<file path="src/sv/arpc_pkg.sv">
// arpc_pkg: shared types and constants for the arp cache engine
package arpc_pkg;

  // opcode words of a received packet
  localparam logic [15:0] OP_REQUEST = 16'h0100;
  localparam logic [15:0] OP_REPLY   = 16'h0200;

  // register reset values
  localparam logic [31:0] LOCAL_IP_RESET    = 32'h0000_0000;
  localparam logic [31:0] SUBNET_MASK_RESET = 32'h00FF_FFFF;

  // configuration register indexes
  localparam logic [1:0] CFG_LOCAL_IP    = 2'd0;
  localparam logic [1:0] CFG_SUBNET_MASK = 2'd1;

  // broadcast entry held in entry 0
  localparam logic [31:0] BCAST_IP  = 32'hFFFF_FFFF;
  localparam logic [47:0] BCAST_MAC = 48'hFFFF_FFFF_FFFF;

  typedef enum logic [2:0] {
    KIND_HIT     = 3'd0,
    KIND_REQUEST = 3'd1,
    KIND_GATEWAY = 3'd2,
    KIND_LEARNED = 3'd3,
    KIND_REPLY   = 3'd4,
    KIND_IGNORED = 3'd5
  } kind_t;

  // work class decided by the front end
  typedef enum logic [1:0] {
    CMD_LOOKUP = 2'd0,
    CMD_LEARN  = 2'd1,
    CMD_REPLY  = 2'd2,
    CMD_IGNORE = 2'd3
  } cmd_op_t;

  typedef struct packed {
    logic        action;
    logic [31:0] ip_address;
    logic [47:0] mac_address;
    logic [15:0] opcode;
  } in_item_t;

  typedef struct packed {
    kind_t       kind;
    logic [47:0] mac_out;
    logic [31:0] ip_out;
    logic        table_full;
  } out_item_t;

  typedef struct packed {
    cmd_op_t     op;
    logic [31:0] ip;
    logic [47:0] mac;
    logic        local_net;
  } cmd_t;

  typedef struct packed {
    logic full;
    logic empty;
  } q_status_t;

endpackage

</file>
<file path="src/sv/arpc_queue.sv">
// arpc_queue: two-entry command queue between front and back
module arpc_queue (
  input  logic             clk,
  input  logic             rst,
  input  logic             push,
  input  arpc_pkg::cmd_t   cmd_in,
  input  logic             pop,
  output arpc_pkg::cmd_t   cmd_out,
  output arpc_pkg::q_status_t q_stat
);
  import arpc_pkg::*;

  cmd_t       slot [2];
  logic       wr_ptr;
  logic       rd_ptr;
  logic [1:0] fill;

  assign cmd_out      = slot[rd_ptr];
  assign q_stat.full  = fill == 2'd2;
  assign q_stat.empty = fill == 2'd0;

  // pointers and fill level
  always_ff @(posedge clk) begin
    if (rst) begin
      wr_ptr <= 1'b0;
      rd_ptr <= 1'b0;
      fill   <= 2'd0;
    end else begin
      if (push) begin
        wr_ptr <= !wr_ptr;
      end
      if (pop) begin
        rd_ptr <= !rd_ptr;
      end
      if (push && !pop) begin
        fill <= fill + 2'd1;
      end else if (pop && !push) begin
        fill <= fill - 2'd1;
      end
    end
  end

  // storage
  always_ff @(posedge clk) begin
    if (push) begin
      slot[wr_ptr] <= cmd_in;
    end
  end

endmodule

</file>
<file path="config.mk">
export PLATFORM = sky130hd
export DESIGN_NAME = arpc_queue
export DESIGN_NICKNAME = d
export VERILOG_FILES = /design/src/sv/arpc_pkg.sv /design/src/sv/arpc_queue.sv
export SDC_FILE = /design/constraint.sdc
export NUM_CORES = 1
export LEC_CHECK = 0
export ABC_AREA = 1
export BUFFER_PORTS_ARGS = -buffer_cell sky130_fd_sc_hd__buf_4
export CAP_MARGIN = 20
export CORE_MARGIN = 2
export CORE_UTILIZATION = 35
export DETAILED_ROUTE_END_ITERATION = 10
export PLACE_DENSITY = 0.55
export SLEW_MARGIN = 5
export SYNTH_ARGS = -nofsm -noshare
export SYNTH_HDL_FRONTEND = slang
export SYNTH_SLANG_ARGS = --single-unit
</file>
<file path="constraint.sdc">
create_clock -name clk -period 6.85 [get_ports clk]
set_input_delay 0.3425 -clock clk [delete_from_list [all_inputs] [get_ports clk]]
set_output_delay 0.3425 -clock clk [all_outputs]
set_load 0.02 [all_outputs]
</file>
==> reports/metrics.yaml <==
die_h_um: 141
rsz0062_at_grt: "false"
cts_sinks: 171
io_buffers: 171
power_density_nw_per_um2: 300
cts_tree: "built"
path_clk_slew_ns: 0.06
synth-simple-area-share_pct: 0.934
vias: 3206
nets: 564
worst_pin_slew_ns: 0.928
ys_types: 17
overflow: 0
final_util_pct: 46.7
areaGrowthSynthToFinish_pct: 32.2
synth_adder_area_share_pct: 0.191
syn_area_per_cell_um2: 22.6
synth_area_leaders: "edfxtp_1, mux2_4, mux2_2, buf_12, dfxtp_1"
synth_top_area_cell: "edfxtp_1"
rrSetupSlack_ns: 4.77
ctsResizeCount: 0
grt_usage_pct: 12.5
ys_ff_latch: 171
clock_power_share_pct: 39.3
regArea_um2: 5090
leakage_uw: 0.00341
place.gp.congestion: 0.683
clockBufferDepth: 2
max_cap_violations: 0
startpoint_type: "flip-flop"
synth_xor_area_share_pct: 0.133
routed_via_density: 4.43
hold_depth: 1
post-route-min-period_ns: 2.97
seqPwrFrac_pct: 47.5
dr.pass1.iters: 4
synth_cells: 291
io_pins: 172
slew-limit-headroom_pct: 38.1
root_buffer: "clkbuf_16"
finalCritPeriodShare_pct: 43.3
p_int_uw: 2040
htreeDepth: 4
slew_violations: 0
ant_nets: 0
crit_type: "reg2out"
clock_latency_ns: 0.41
synth_top_area_share_pct: 75.9
synth_compound_area_share_pct: 0.152
min_path_type: "in2reg"
hp-start: "cmd_in[54]"
peakVddDrop_v: 0.000154
tns_ns: 0
synth_area_um2: 6570
numCtsBuffers: 17
swShare_pct: 21.7
required_ns: 6.51
rows: 50
fillers: 1589
synth_top_family_by_area: "multiplexers"
power_switching_uw: 566
worstRegToRegCells: 3
pwr-share-comb_pct: 13.1
timing.rr.end: "slot[1][39]"
ys_seq_area_share_pct: 77.5
cts_setup_buffers: 0
start_util_pct: 35.3
cp_max_fo: 43
fmax_mhz: 337
finalWorstSetupSlack_ns: 3.88
core_region_area_um2: 18600
grt_pass1_vias: 3514
grt_first_pass_wirelength_mm: 18.4
reg2reg_from: "wr_ptr"
place_ws_ns: 4.25
drive_above_1_share_pct: 58.9
postRouteWirelength_mm: 12.2
antenna_found_initial: 2
fp.dieW_um: 141
yosys_warnings: 0
syn-num-nets: 379
holdBufCountCts: 0
multiInputGateArea_um2: 1300
finalHoldViolCount: 0
end_kind: "output port"
dp_hpwl_mm: 7.98
routedWlPerCell_um: 16.9
power.total_uw: 2600
whs_ns: 0.112
holdPathEnd: "slot[0][54]"
skew_ns: 0.00725
finalSetupViolations: 0
drt_iter0_drc: 176
grt_max_degree: 52
status: "finished, final reports clean"
drc_errors: 0
cp.arrival_ns: 2.62
muxShareOfSynthArea_pct: 18.2
dieArea_um2: 19900
## cell usage in the layout, fill, tap and decap left out, drive strengths merged
cell type,netlist,layout
mux2,83,83
clkinv,0,5
inv,9,9
a21oi,1,1
diode,0,1
nand4,1,1
nor3,1,1
nor2,7,7
o21ai,1,1
clkinvlp,0,1
nand3,1,1
ha,1,1
dfxtp,5,5
bufinv,0,5
edfxtp,166,166
buf,9,175
clkbuf,0,21
nand2,5,5
xnor2,1,1
## power by group through the flow
stage,registers (uW),clock network (uW),logic (uW)
after floorplan,1250,0,224
after global placement,1260,0,342
after detailed placement,1260,0,347
after CTS,1240,1050,349
after global routing,1240,1090,364
final,1240,1020,341
## layer usage
metal / share of wire, % / up-vias / wire length [um] / GRT usage (%)
met3: 6.9 / 11 / 845 / 5.54
met5: 0.11 / - / 13 / 0
met4: 0.88 / 2 / 108 / 4.26
met1: 42 / 1582 / 5080 / 14.2
met2: 50 / 107 / 6160 / 21.0
li1: - / 1504 / - / -
## cells by family (layout without fill, tap and decap cells)
kind of cell               Yosys count  in the layout
and+or+nand+nor                     15             15
adders and majority gates            1              1
AOI/OAI and AO/OA                    2              2
buffers and inverters               18            216
xor gates and xnor gates             1              1
muxes                               83             83
DFF                                171            171
other                                0              1
## worst max-delay path, cell delays in order (launching register included)
cell and delay, ns:
dfxtp_4 0.84, buf_4 0.78, mux2_2 0.42, buf_4 0.16
## Yosys cell counts
master / instances
mux2_2: 13
buf_2: 1
nand3_1: 1
xnor2_1: 1
ha_1: 1
nand2_1: 5
buf_6: 1
inv_1: 9
nand4_1: 1
buf_12: 7
mux2_4: 70
nor2_1: 7
o21ai_0: 1
dfxtp_1: 5
a21oi_1: 1
edfxtp_1: 166
nor3_1: 1
## worst max path at each step
stage | startpoint | end | slack, ns
6_report | flip-flop | cmd_out[79] | 3.88
5_1_grt | flip-flop | cmd_out[79] | 3.71
4_1_cts | flip-flop | cmd_out[79] | 3.79
3_5_place_dp | flip-flop | cmd_out[79] | 4.25
3_3_place_gp | flip-flop | cmd_out[79] | 4.27
2_1_floorplan | push | slot[0][0] | 2.46
## per-stage QoR
step,cell area (um2),std cells
3_5_place_dp,8040,691
6_report,8680,724
3_3_place_gp,8020,690
4_1_cts,8670,723
5_1_grt,8670,723
2_1_floorplan,6570,291
## cell type report
type	instances	share of cell area, %
clock inverter	11	2.22
clock buffer	21	5.08
inverter	9	0.404
sequential	171	58.7
multi-input combinational	102	15.0
timing repair buffer	175	15.3
antenna	1	0.0288
tap	234	3.37
## sequential cells by signal, indices dropped and copies added, names as in the netlist, named ones only
| signal | count |
|---|---|
| fill | 2 |
| wr_ptr | 1 |
| rd_ptr | 1 |
| slot | 166 |
Power figures use the tool's default switching activity.
