**config.mk**
```make
export PLATFORM = sky130hd
export DESIGN_NAME = arpc_front
export DESIGN_NICKNAME = d
export VERILOG_FILES = /design/src/sv/arpc_pkg.sv /design/src/sv/arpc_front.sv
export SDC_FILE = /design/constraint.sdc
export NUM_CORES = 1
export LEC_CHECK = 0
export ABC_AREA = 1
export BUFFER_PORTS_ARGS = -buffer_cell sky130_fd_sc_hd__buf_4
export CAP_MARGIN = 20
export CORE_MARGIN = 10
export CORE_UTILIZATION = 43
export CTS_CLUSTER_SIZE = 14
export DETAILED_ROUTE_END_ITERATION = 8
export PLACE_DENSITY = 0.89
export SLEW_MARGIN = 40
export SYNTH_ARGS = -nofsm -noshare
export SYNTH_HDL_FRONTEND = slang
export SYNTH_SLANG_ARGS = --single-unit
```
**constraint.sdc**
```tcl
create_clock -name clk -period 1.1 [get_ports clk]
set_clock_uncertainty 0.1 [all_clocks]
set_input_delay 0.11 -clock clk [delete_from_list [all_inputs] [get_ports clk]]
set_output_delay 0.11 -clock clk [all_outputs]
set_load 0.01 [all_outputs]
```
**src/sv/arpc_pkg.sv**
```systemverilog
// arpc_pkg: shared types and constants for the arp cache engine
package arpc_pkg;

  // opcode words of a received packet
  localparam logic [15:0] OP_REQUEST = 16'h0100;
  localparam logic [15:0] OP_REPLY   = 16'h0200;

  // register reset values
  localparam logic [31:0] LOCAL_IP_RESET    = 32'h0000_0000;
  localparam logic [31:0] SUBNET_MASK_RESET = 32'h00FF_FFFF;

  // configuration register indexes
  localparam logic [1:0] CFG_LOCAL_IP    = 2'd0;
  localparam logic [1:0] CFG_SUBNET_MASK = 2'd1;

  // broadcast entry held in entry 0
  localparam logic [31:0] BCAST_IP  = 32'hFFFF_FFFF;
  localparam logic [47:0] BCAST_MAC = 48'hFFFF_FFFF_FFFF;

  typedef enum logic [2:0] {
    KIND_HIT     = 3'd0,
    KIND_REQUEST = 3'd1,
    KIND_GATEWAY = 3'd2,
    KIND_LEARNED = 3'd3,
    KIND_REPLY   = 3'd4,
    KIND_IGNORED = 3'd5
  } kind_t;

  // work class decided by the front end
  typedef enum logic [1:0] {
    CMD_LOOKUP = 2'd0,
    CMD_LEARN  = 2'd1,
    CMD_REPLY  = 2'd2,
    CMD_IGNORE = 2'd3
  } cmd_op_t;

  typedef struct packed {
    logic        action;
    logic [31:0] ip_address;
    logic [47:0] mac_address;
    logic [15:0] opcode;
  } in_item_t;

  typedef struct packed {
    kind_t       kind;
    logic [47:0] mac_out;
    logic [31:0] ip_out;
    logic        table_full;
  } out_item_t;

  typedef struct packed {
    cmd_op_t     op;
    logic [31:0] ip;
    logic [47:0] mac;
    logic        local_net;
  } cmd_t;

  typedef struct packed {
    logic full;
    logic empty;
  } q_status_t;

endpackage

```
**src/sv/arpc_front.sv**
```systemverilog
// arpc_front: configuration registers and classification of incoming items
module arpc_front (
  input  logic             clk,
  input  logic             rst,
  input  logic             start,
  input  arpc_pkg::in_item_t request,
  input  arpc_pkg::q_status_t q_stat,
  output logic             busy,
  output logic             push,
  output arpc_pkg::cmd_t   cmd,
  input  logic             cfg_valid,
  output logic             cfg_ready,
  input  logic [1:0]       cfg_index,
  input  logic [31:0]      cfg_data
);
  import arpc_pkg::*;

  logic [31:0] local_ip;
  logic [31:0] subnet_mask;

  // register writes, unknown indexes dropped
  always_ff @(posedge clk) begin
    if (rst) begin
      local_ip    <= LOCAL_IP_RESET;
      subnet_mask <= SUBNET_MASK_RESET;
    end else if (cfg_valid && cfg_ready) begin
      if (cfg_index == CFG_LOCAL_IP) begin
        local_ip <= cfg_data;
      end else if (cfg_index == CFG_SUBNET_MASK) begin
        subnet_mask <= cfg_data;
      end
    end
  end

  assign cfg_ready = 1'b1;
  assign busy      = q_stat.full;
  assign push      = start && !busy;

  // classify the item
  always_comb begin
    cmd.ip        = request.ip_address;
    cmd.mac       = request.mac_address;
    cmd.local_net = (request.ip_address & subnet_mask) == (local_ip & subnet_mask);
    if (!request.action) begin
      cmd.op = CMD_LOOKUP;
    end else if (request.opcode == OP_REPLY) begin
      cmd.op = CMD_LEARN;
    end else if (request.opcode == OP_REQUEST) begin
      cmd.op = CMD_REPLY;
    end else begin
      cmd.op = CMD_IGNORE;
    end
  end

endmodule

```
==> results.sh <==
export IMPL_cts_root_buf="clkbuf_8"
export IMPL_initial_core_util=0.437
export IMPL_cts_tree="built"
export IMPL_yosysMostFrequentCell="nand2_1"
export IMPL_r2r_start="local_ip[21]$_SDFFE_PP0P_"
export IMPL_power_mw=5.82
export IMPL_violations="negative setup slack"
export IMPL_dp_hpwl_mm=8.70
export IMPL_synth_fp_nets=668
export IMPL_numCtsBuffers=9
export IMPL_syn_inst=531
export IMPL_synth_enable_flop_cells=0
export IMPL_ys_seq_elements=64
export IMPL_setup_violations=2
export IMPL_rsz0062_at_grt="true"
export IMPL_fillers=723
export IMPL_cts_clk_slew_worst_paths_ns=0.07
export IMPL_path_class="flip-flop to output pin"
export IMPL_clock_latency_ns=0.34
export IMPL_critPathRequiredTime_ns=0.89
export IMPL_hold_class="input pin to flip-flop"
export IMPL_ys_seq_area_frac=0.360
export IMPL_critPathBufInv=1
export IMPL_final_max_slew_viol_count=0
export IMPL_layout_drive_gt1_share=0.307
export IMPL_synth_top_area_frac=0.360
export IMPL_rows=33
export IMPL_antenna_found_initial=1
export IMPL_met1_usage=0.178
export IMPL_cap_violations=0
export IMPL_final_util=0.594
export IMPL_cts_sinks=64
export IMPL_die_h_um=111
export IMPL_final_setup_worst_slack_ns=-0.552
export IMPL_dpl_cell_count=686
export IMPL_vias=3686
export IMPL_cp_startpoint="local_ip[18]$_SDFFE_PP0P_"
export IMPL_fin_crit_sh=1.50
export IMPL_drc=0
export IMPL_htreeDepth=3
export IMPL_nets=762
export IMPL_max_stage_delay_ns=0.34
export IMPL_post_cts_setup_buffers=0
export IMPL_die_w_um=111
export IMPL_grt_overflow=0
export IMPL_drtAntennaViolNets=0
export IMPL_p_per_area_nw_per_um2=1200
export IMPL_vias_per_cell=5.01
export IMPL_area_growth_pct=35.7
export IMPL_dp_slack_ns=-0.243
export IMPL_first_pass_iters=5
export IMPL_max_clock_path_buffers=2
export IMPL_synthTopCellsByArea="dfxtp_1 36%, buf_4 18%, nand2_1 13%"
export IMPL_cp_max_fo=3
export IMPL_first_global_vias=3814
export IMPL_worst_setup_path_start_kind="flip-flop"
export IMPL_min_period_ns=1.65
export IMPL_ir_drop_uv=640
export IMPL_first_iter_violations=162
export IMPL_critPathTopFamily="simple AND/OR/NAND/NOR gates"
export IMPL_hp_start="rst"
export IMPL_use_met2=0.326
export IMPL_routedWlPerCell_um=16.0
export IMPL_core_sq_um=8130
export IMPL_synth_commonest_cells="126 x nand2_1, 118 x nor2_1, 84 x buf_4, 64 x dfxtp_1, 37 x o21ai_0"
export IMPL_synth_area_sq_um=3560
export IMPL_max_freq_mhz=605
export IMPL_io_pins=223
export IMPL_run_status="finished with violations"
export IMPL_final_cells=735
export IMPL_hold_viol=0
export IMPL_grt_total_usage=0.177
export IMPL_grt_busiest_layer="met2"
export IMPL_grt_start_max_net_pins=28
export IMPL_use_met3=0.0476
export IMPL_cp_cell_sequence="nand3b_1 -> nand2_1 -> nor2_2 -> nand2_1 -> nor2_1 -> nand2_1 -> nor2_2 -> buf_4"
export IMPL_synth_area_leader_cell="dfxtp_1"
export IMPL_port_buffers=124
export IMPL_yosys_warnings=0
export IMPL_yosysUniqueCellTypes=20
export IMPL_total_leakage_power_nw=2.39
export IMPL_synth_async_reset_ratio=0
export IMPL_crit_top_cell="nand2_1"
export IMPL_crit_slowest_cell="dfxtp_1"
export IMPL_crit_path_end_kind="output pin"
export IMPL_grt_pass1_wl_mm=18.2
export IMPL_gp_routability_congestion=0.790
export IMPL_synthFlopType="dfxtp_1"
export IMPL_die_area_sq_um=12300
export IMPL_arrival_ns=1.44
export IMPL_wl_mm=11.7
export IMPL_synth_area_per_cell_sq_um=6.70
## per-stage QoR
step | TNS, ns | cell area [sq um] | hold WS (ns)
after floorplan | 0 | 3560 | 0.123
after global placement | -1.17 | 4190 | 0.120
after detailed placement | -2.71 | 4190 | 0.120
after CTS | -0.636 | 4750 | 0.0176
after global routing | -0.753 | 4830 | 0.0246
final | -0.589 | 4830 | 0.0133
## kinds of logic (layout without fill, tap and decap cells)
family	Yosys count	after routing	synth area share
AO/OA/AOI/OAI	52	52	0.0731
buffers and inverters	119	217	0.223
flip-flops	64	64	0.360
other	1	2	0.00105
AND/OR/NAND/NOR	295	295	0.343
## cell usage in the layout (no fill, tap or decap), drive strengths merged
master       count
buf            150
nand2          126
nor2           118
dfxtp           64
o21ai           37
dlygate4sd3     33
nand3           31
inv             19
a21oi           15
nand3b          13
clkbuf          11
nor4             3
bufinv           2
clkinv           2
nor3             2
diode            1
and2             1
or2              1
conb             1
## metal layers
| metal | wire length (um) | vias up | part of all wire |
|---|---|---|---|
| li1 | - | 1776 | - |
| met1 | 4200 | 1697 | 0.36 |
| met2 | 6230 | 173 | 0.53 |
| met3 | 953 | 40 | 0.081 |
| met4 | 342 | 0 | 0.029 |
| met5 | 0 | - | 0 |
## repair_timing
item	in CTS	in global routing
setup endpoints to repair	3	3
hold endpoints to repair	64	0
resized for setup	17	19
hold buffers	33	0
pin swaps	9	14
## worst paths after layout
kind | to | slack (ns) | cells past startpoint
worst min register to register | subnet_mask[29]$_SDFFE_PP0P_ | 0.37 | 2
worst min-delay path | subnet_mask[19]$_SDFFE_PP1P_ | 0.01 | 3
worst max register to register | local_ip[21]$_SDFFE_PP0P_ | 0.29 | 2
worst max-delay path | cmd[0] | -0.55 | 8
## worst register-to-register path: cells and delay by family, from the launching register on
kind / cells / cell delay (ns)
DFF: 1 / 0.33
AOI/OAI and AO/OA: 1 / 0.21
and+or+nand+nor: 1 / 0.06
## sequential cells by signal, summed over array words and instances (netlist names)
register     count
local_ip        32
subnet_mask     32
## power by group
group	total [mW]	leakage (nW)	internal, mW	switching (mW)
sequential	2.51	0.528	2.44	0.0715
combinational	1.15	1.75	0.613	0.538
clock	2.16	0.103	1.26	0.901
total	5.82	2.39	4.31	1.51
## area by class of cell
cell class,count,area [sq um],area share
antenna,1,2.50,0.000518
clock inverter,4,70.1,0.0145
timing repair buffer,183,1560,0.322
sequential,64,1290,0.268
clock buffer,11,131,0.0272
tap,105,131,0.0272
multi-input combinational,348,1570,0.326
inverter,19,71.3,0.0148
Power figures use the tool's default switching activity.
